**src/hdl/ihcs_pkg.sv**
```systemverilog
// ihcs_pkg: shared types and constants of the interrupt/halt cycle sequencer.
// No dependencies; imported by interrupt_halt_cycle_sequencer_core.
package ihcs_pkg;

    // Input item opcodes
    typedef enum logic [1:0] {
        OP_TICK     = 2'd0,
        OP_RAISE    = 2'd1,
        OP_WR_ENABLE = 2'd2,
        OP_WR_FLAG  = 2'd3
    } opcode_t;

    // Result item action codes
    typedef enum logic [2:0] {
        ACT_REG_ACCESS = 3'd0,
        ACT_IDLE       = 3'd1,
        ACT_HALTED     = 3'd2,
        ACT_EXECUTE    = 3'd3,
        ACT_SERVICE    = 3'd4
    } action_t;

    // Master-enable side effect of an executed instruction
    typedef enum logic [1:0] {
        IME_NONE    = 2'd0,
        IME_DISABLE = 2'd1,
        IME_ENABLE  = 2'd2,
        IME_RETI    = 2'd3
    } ime_action_t;

    localparam int unsigned IRQ_COUNT = 5;
    localparam logic [2:0] IRQ_LIMIT = 3'(IRQ_COUNT);
    localparam logic [6:0] IRQ_BASE = 7'h40;
    localparam logic [3:0] SERVICE_IDLE = 4'd5;

endpackage

```
**src/hdl/interrupt_halt_cycle_sequencer_core.sv**
```systemverilog
// interrupt_halt_cycle_sequencer_core: top level of the interrupt/halt sequencer.
// Depends on ihcs_pkg for opcodes, action codes and constants.

// Interrupt and halt sequencer of an 8-bit CPU. Each input transfer is one
// machine cycle: a clock tick, an interrupt request, or a write of the enable
// (IE) or flag (IF) register. Every input transfer yields exactly one output
// transfer, in order, carrying the action taken (register access, idle, halted,
// execute, service), the handler vector when an interrupt is serviced (0x40+8n,
// lowest pending n of five wins), and the IE/IF/IME/halt state after the item.
// Rate: one item per clock while out_stall is low. Result valid rises as the
// item moves from the input register into the result register: the
// item is captured in an input register, then a single short combinational
// pass (priority pick, 4-bit idle add, flag update) updates the sequencer state
// and loads the result register in the same edge.
// The state is read and written only in that pass, so back-to-back items see
// each other's effects exactly in order. The input side keeps accepting while
// a finished result is waiting, as long as the input register is free to move.
module interrupt_halt_cycle_sequencer_core (
    input  logic       clk,
    input  logic       rst_n,
    // input channel
    input  logic       in_valid,
    output logic       in_stall,
    input  logic [1:0] opcode,
    input  logic [2:0] irq_index,
    input  logic [7:0] write_value,
    input  logic [2:0] instr_cycles,
    input  logic       instr_halts,
    input  logic [1:0] ime_action,
    // result channel
    output logic       out_valid,
    input  logic       out_stall,
    output logic [2:0] action,
    output logic [6:0] vector,
    output logic [7:0] enable_bits,
    output logic [7:0] flag_bits,
    output logic       master_enable,
    output logic       halted
);
    import ihcs_pkg::*;

    // ---------------- handshake / pipeline control ----------------
    logic s1_valid_reg, s1_valid_next;
    logic out_valid_reg, out_valid_next;
    logic out_free, s1_fire, in_take;

    // input register (payload, no reset)
    logic [1:0] opcode_reg;
    logic [2:0] irq_index_reg;
    logic [7:0] write_value_reg;
    logic [2:0] instr_cycles_reg;
    logic       instr_halts_reg;
    logic [1:0] ime_action_reg;

    // sequencer state
    logic [7:0] enable_reg, enable_next;
    logic [7:0] flag_reg, flag_next;
    logic       ime_reg, ime_next;
    logic       halt_reg, halt_next;
    logic [3:0] idle_reg, idle_next;

    // result register
    logic [2:0] action_reg;
    logic [6:0] vector_reg;
    logic [6:0] vec_next;
    action_t    act_next;

    // combinational helpers
    logic [4:0] pending;
    logic [2:0] irq_n;
    logic       do_issue;
    logic [2:0] extra_cycles;

    // Result stage can take a new result when empty or being drained.
    assign out_free = !out_valid_reg || !out_stall;
    assign s1_fire  = s1_valid_reg && out_free;
    assign in_stall = s1_valid_reg && !out_free;
    assign in_take  = in_valid && !in_stall;

    always_comb
    begin
        s1_valid_next = s1_valid_reg;
        if (in_take)
        begin
            s1_valid_next = 1'b1;
        end
        else if (s1_fire)
        begin
            s1_valid_next = 1'b0;
        end
    end

    always_comb
    begin
        out_valid_next = out_valid_reg && out_stall;
        if (s1_fire)
        begin
            out_valid_next = 1'b1;
        end
    end

    // ---------------- single-pass sequencer logic ----------------
    // Only IRQ bits 0..4 can be pending; upper bits are stored only.
    assign pending = enable_reg[4:0] & flag_reg[4:0];

    // lowest pending interrupt number wins
    always_comb
    begin
        irq_n = 3'd0;
        for (int i = IRQ_COUNT - 1; i >= 0; i--)
        begin
            if (pending[i])
            begin
                irq_n = 3'(i);
            end
        end
    end

    // instr_cycles of zero behaves as one
    assign extra_cycles = (instr_cycles_reg == 3'd0) ? 3'd0 : (instr_cycles_reg - 3'd1);

    always_comb
    begin
        enable_next = enable_reg;
        flag_next   = flag_reg;
        ime_next    = ime_reg;
        halt_next   = halt_reg;
        idle_next   = idle_reg;
        act_next    = ACT_REG_ACCESS;
        vec_next    = 7'd0;
        do_issue    = 1'b0;

        case (opcode_t'(opcode_reg))
            OP_RAISE:
            begin
                if (irq_index_reg < IRQ_LIMIT)
                begin
                    flag_next[irq_index_reg] = 1'b1;
                end
            end
            OP_WR_ENABLE:
            begin
                enable_next = write_value_reg;
            end
            OP_WR_FLAG:
            begin
                flag_next = write_value_reg;
            end
            OP_TICK:
            begin
                if (halt_reg && (pending != 5'd0) && (idle_reg == 4'd0))
                begin
                    // wake from halt
                    halt_next = 1'b0;
                    do_issue  = 1'b1;
                end
                else if (idle_reg != 4'd0)
                begin
                    idle_next = idle_reg - 4'd1;
                    act_next  = ACT_IDLE;
                end
                else if (!halt_reg)
                begin
                    do_issue = 1'b1;
                end
                else
                begin
                    act_next = ACT_HALTED;
                end
            end
            default:
            begin
                act_next = ACT_REG_ACCESS;
            end
        endcase

        if (do_issue)
        begin
            if (ime_reg && (pending != 5'd0))
            begin
                // interrupt dispatch
                flag_next[irq_n] = 1'b0;
                ime_next  = 1'b0;
                vec_next  = IRQ_BASE + 7'({irq_n, 3'b000});
                idle_next = idle_reg + SERVICE_IDLE;
                act_next  = ACT_SERVICE;
            end
            else
            begin
                idle_next = idle_reg + {1'b0, extra_cycles};
                if (instr_halts_reg)
                begin
                    halt_next = 1'b1;
                end
                case (ime_action_t'(ime_action_reg))
                    IME_DISABLE: ime_next = 1'b0;
                    IME_ENABLE:  ime_next = 1'b1;
                    IME_RETI:    ime_next = 1'b1;
                    default:     ime_next = ime_reg;
                endcase
                act_next = ACT_EXECUTE;
            end
        end
    end

    // ---------------- registers ----------------
    always_ff @(posedge clk or negedge rst_n)
    begin
        if (!rst_n)
        begin
            s1_valid_reg  <= 1'b0;
            out_valid_reg <= 1'b0;
            enable_reg    <= 8'd0;
            flag_reg      <= 8'd0;
            ime_reg       <= 1'b0;
            halt_reg      <= 1'b0;
            idle_reg      <= 4'd0;
        end
        else
        begin
            s1_valid_reg  <= s1_valid_next;
            out_valid_reg <= out_valid_next;
            if (s1_fire)
            begin
                enable_reg <= enable_next;
                flag_reg   <= flag_next;
                ime_reg    <= ime_next;
                halt_reg   <= halt_next;
                idle_reg   <= idle_next;
            end
        end
    end

    // payload registers
    always_ff @(posedge clk)
    begin
        if (in_take)
        begin
            opcode_reg       <= opcode;
            irq_index_reg    <= irq_index;
            write_value_reg  <= write_value;
            instr_cycles_reg <= instr_cycles;
            instr_halts_reg  <= instr_halts;
            ime_action_reg   <= ime_action;
        end
        if (s1_fire)
        begin
            action_reg <= act_next;
            vector_reg <= vec_next;
        end
    end

    // State registers hold exactly the after-item state of the result held.
    assign out_valid     = out_valid_reg;
    assign action        = action_reg;
    assign vector        = vector_reg;
    assign enable_bits   = enable_reg;
    assign flag_bits     = flag_reg;
    assign master_enable = ime_reg;
    assign halted        = halt_reg;

`ifndef SYNTH
    // a serviced interrupt always drops the master enable
    a_service_clears_ime: assert property (@(posedge clk) disable iff (!rst_n)
        (out_valid && (action == ACT_SERVICE)) |-> !master_enable)
        else $error("service result with master enable set");

    // vector is nonzero only for service results
    a_vector_only_service: assert property (@(posedge clk) disable iff (!rst_n)
        (out_valid && (action != ACT_SERVICE)) |-> (vector == 7'd0))
        else $error("vector reported without service");

    // halted result implies halt flag still set
    a_halted_flag: assert property (@(posedge clk) disable iff (!rst_n)
        (out_valid && (action == ACT_HALTED)) |-> halted)
        else $error("halted action with halt flag clear");

    // state moves only when an item passes into the result register
    a_state_hold: assert property (@(posedge clk) disable iff (!rst_n)
        !s1_fire |=> ($stable(idle_reg) && $stable(flag_reg) && $stable(halt_reg)))
        else $error("sequencer state changed without an item");
`endif

endmodule
```
**config.mk**
```make
export PLATFORM = sky130hd
export DESIGN_NAME = interrupt_halt_cycle_sequencer_core
export DESIGN_NICKNAME = d
export VERILOG_FILES = /design/src/hdl/ihcs_pkg.sv /design/src/hdl/interrupt_halt_cycle_sequencer_core.sv
export SDC_FILE = /design/constraint.sdc
export NUM_CORES = 1
export LEC_CHECK = 0
export BUFFER_PORTS_ARGS = -buffer_cell sky130_fd_sc_hd__buf_4
export CELL_PAD_IN_SITES_DETAIL_PLACEMENT = 1
export CELL_PAD_IN_SITES_GLOBAL_PLACEMENT = 1
export CORE_ASPECT_RATIO = 1.25
export CORE_MARGIN = 2
export CORE_UTILIZATION = 45
export DETAILED_ROUTE_END_ITERATION = 12
export PLACE_DENSITY_LB_ADDON = 0.1
export RECOVER_POWER = 100
export SLEW_MARGIN = 20
export SYNTH_ARGS = -nofsm -noshare
export SYNTH_HDL_FRONTEND = slang
export SYNTH_SLANG_ARGS = --single-unit
```
**constraint.sdc**
```tcl
create_clock -name clk -period 7.9 [get_ports clk]
set_clock_uncertainty 0.2 [all_clocks]
set_input_delay 1.185 -clock clk [delete_from_list [all_inputs] [get_ports clk]]
set_output_delay 1.185 -clock clk [all_outputs]
set_load 0.1 [all_outputs]
```
---- Word level (Yosys, flattened, before mapping) ----
Cells that the tools add are included.
storage, ports and cells
  input port bits ......................... 23
  logic and storage cells ................. 103
  flip-flop bits (word level) ............. 53
operators by class
  reductions and logical operators ........ 28
  muxes and demuxes ....................... 39
  add/subtract/negate cells ............... 5
  bitwise logic cells ..................... 4
  order comparisons ....................... 5
  eq/ne operators ......................... 7
operators with widths
  cell                                                                          count
  3-bit two-way mux                                                             8
  8-bit two-way mux                                                             3
  4-bit two-way mux                                                             5
  8-bit case mux with 2 select lines                                            1
  1-bit two-way mux                                                             15
  1-bit logical AND                                                             9
  8-bit bitwise AND                                                             1
  2-bit equality test, second input constant                                    4
  3-bit by 4-bit less-than comparator with 1-bit output, second input constant  2
  2-bit two-way mux                                                             4
  8-bit inverter                                                                1
  8-bit OR                                                                      1
  7-bit by 6-bit adder with 7-bit output, first input constant                  1
  1-bit demux with 3-bit select                                                 2
  3-bit by 1-bit >= comparator with 1-bit output, second input constant         2
  2-bit nonzero test                                                            3
  5-bit bitwise AND                                                             1
  5-bit nonzero test                                                            1
  4-bit by 3-bit adder with 4-bit output                                        1
  4-bit by 3-bit adder with 4-bit output, second input constant                 1
  2-bit by 1-bit equality test with 1-bit output, second input constant         2
  1-bit logical NOT                                                             4
  4-bit logical NOT                                                             1
  2-bit AND reduction                                                           2
  other kinds (13)                                                              13

---- Logic depth before layout (Yosys ltp) ----
  depth in word-level cells ............... 14
  mapped depth ............................ 11
  mapped depth without buffers ............ 11

---- Least setup slack after synthesis ----
No wires, ideal clock.
  kind .................................... input-to-output
  start point ............................. input out_stall
  end point ............................... output in_stall
  arrival ................................. 1.912 ns
  stages .................................. 2
  required time ........................... 6.515 ns
  path slack .............................. 4.603 ns
  path through ............................ nand3_1 inv_1
on the way
  cells in the longest elaborated chain, start to end .. 4
ends and longest elaborated chain
  what               line                                       text
  start, declared    interrupt_halt_cycle_sequencer_core.sv:32  input logic out_stall,
  1-bit logical NOT  interrupt_halt_cycle_sequencer_core.sv:75  assign out_free = !out_valid_reg || !out_stall;
  1-bit logical OR   interrupt_halt_cycle_sequencer_core.sv:75
  1-bit logical NOT  interrupt_halt_cycle_sequencer_core.sv:77  assign in_stall = s1_valid_reg && !out_free;
  1-bit logical AND  interrupt_halt_cycle_sequencer_core.sv:77
  end, declared      interrupt_halt_cycle_sequencer_core.sv:23  output logic in_stall,
No other way between the ends.

---- Worst setup path in the final report ----
Ends and elaborated chain as after synthesis.

==> run summary <==
Sinks on Clock Net = 50
Die H = 81.9 microns
clock buffer depth = 2
worst reg-to-reg path cell count = 11
Final setup viols = 0
Post-Route WL = 5.18 mm
HP Class = reg -> reg
n_diodes = 0
Yosys reg bits = 50
Req. time, crit path = 6.51 ns
worst setup margin = 4.20 ns
Post-Syn Area per Cell = 12.5 sq um
All-Layer GR Usage = 20.2%
Ys Warns = 0
layout cells sized above 1 = 19.7%
Final Max Slew Viols = 0
die width = 66.3 microns
Cells after Synth = 174
Worst path max stage delay = 0.86 ns
Worst Setup Path Type = in -> out
Starting Density = 46.5%
first-pass GRT wire length = 8.07 mm
Post-Place Setup Slack = 4.73 ns
via count = 1587
Max Fanout on Critical Path = 3
commonest non-fill, non-tap cell in the layout = clkbuf_1
CTS clk-pin slew, worst paths = 0.09 ns
top-area cell type share of the netlist area = 35.8%
vias per inst = 5.49
CTS Buf Count = 5
Seq/Total Area, Yosys = 63.3%
P_leak = 1.03 nW
core area = 4690 sq um
post-DP HPWL = 3.93 mm
# DRC = 0
GP Congestion = 0.844
CTS tree = built
Critical Path Source Type = input pin
Rel. slew slack = 6.35%
I/O Pins = 53
Worst Hold Depth = 1
measured slew at the worst slew-check pin = 1.40 ns
maxcap violations = 0
Post-DRT Antenna Nets = 0
most frequent cells in the layout = 28 x clkbuf_1, 26 x edfxtp_1, 24 x dfrtp_1
Worst-Skew Late Latency = 0.30 ns
total global routing overflow = 0
hold_buf cts = 0
count of final hold-check violations = 0
vias in the first global route = 1738
Total Power = 0.900 mW
power per cell area = 347 nW/um^2
total iterations of the first detailed-routing run = 4
Cell Rows = 28
Worst VDD drop = 0.214 mV
CP max stage cell = clkbuf_1
Cell Area, Synth = 2180 sq um
initial drt markers = 42
critical path capture point type = primary output
TNS Setup = 0 ns
post-CTS sizing = 0
WP data arrival = 2.31 ns
drt wl/cell = 17.9 microns
crit path cell chain = clkbuf_4 -> nand3_1 -> inv_1 -> clkbuf_1
pin count of the biggest net entering global routing = 25
nets@finish = 255
distinct cell type count after synthesis = 41
initial antenna violation count = 0
period utilisation layout = 46.8%
H-tree levels = 2
Placed Area = 2610 sq um
total setup buffers inserted after CTS = 0
Die ar. = 5430 sq um
status = finished, final reports clean
post-layout util = 55.3%
PortBufs = 49
post-route minimum period = 3.70 ns
synth-to-layout area growth = 18.8%
final instance area = 2590 sq um
Area contributors post-synth = edfxtp_1 36%, dfrtp_1 28%, mux2_2 6.2%, nand2_1 3.6%, a21oi_1 2.8%
root buffer cell = clkbuf_8
Synth area leader = edfxtp_1
Fmax = 0.271 GHz
RSZ-0062 raised after global routing = false
==> kinds of logic (layout without fill, tap and decap cells) <==
family	count (synthesis)	after routing	share of synthesized area, %
and+or+nand+nor	59	59	14.1
xor gates and xnor gates	2	2	0.802
buffers and inverters	10	63	2.29
other	1	3	0.172
muxes	12	12	6.19
adders and majority gates	4	4	2.64
AOI/OAI and AO/OA	36	36	10.5
DFF	50	50	63.3
==> per-stage QoR <==
stage          hold slack [ns]  cells
6_report                 0.313    289
5_1_grt                  0.338    289
4_1_cts                  0.316    289
3_5_place_dp             0.290    281
3_3_place_gp             0.283    281
2_1_floorplan            0.257    176
==> layout make-up <==
class / instances / area (sq um)
Fill cell: 527 / 2100
Multi-Input combinational cell: 116 / 759
Sequential cell: 50 / 1380
Timing Repair Buffer: 49 / 263
Inverter: 6 / 22.5
Clock inverter: 3 / 23.8
Clock buffer: 5 / 68.8
Tap cell: 60 / 75.1
==> synthesized netlist by cell type (all sizes together) <==
cell,instances
mux2,12
xor2,2
nor3b,2
clkinv,1
ha,3
o21bai,1
o211ai,2
and3,1
o22ai,2
a32o,1
a21o,2
nor4bb,1
dfrtp,24
a21bo,1
o21a,1
nand2b,3
a2bb2oi,2
a21oi,12
a32oi,1
and2,1
nand3,6
a21boi,1
nor4,2
nor4b,2
nand4,1
buf,4
or4,1
nand3b,2
nand2,21
inv,5
edfxtp,26
conb,1
nor3,2
nor2,14
fa,1
o21ai,7
a22oi,2
a221oi,1
==> metal layers <==
layer / GRT usage, % / vias to the layer above / wire, microns
li1: - / 744 / -
met1: 21.7 / 791 / 1960
met2: 36.4 / 40 / 2910
met3: 4.25 / 12 / 192
met4: 11.2 / 0 / 117
met5: 0 / - / 0
==> worst max-delay path, delay by kind of cell <==
kind	cells	cell delay (ns)
buffers and inverters	3	1.03
AND/OR/NAND/NOR	1	0.09
==> where the power goes <==
part	switching (mW)	internal, mW
sequential	0.0473	0.321
clock	0.0887	0.0643
combinational	0.299	0.0794
total	0.435	0.465
==> path summary, 6_finish.rpt <==
kind / from / end / slack, ns
max in group asynchronous: rst_n / halted$_DFFE_PN0P_ / 5.71
min in group asynchronous: rst_n / idle_reg[2]$_DFFE_PN0P_ / 0.98
setup / recovery: out_stall / in_stall / 4.20
hold / removal: s1_valid_reg$_DFFE_PN0P_ / out_valid$_DFF_PN0_ / 0.31
setup reg to reg: enable_bits[3]$_DFFE_PN0P_ / idle_reg[3]$_DFFE_PN0P_ / 4.92
hold reg to reg: s1_valid_reg$_DFFE_PN0P_ / out_valid$_DFF_PN0_ / 0.31
(Power assumes the default switching activity.)
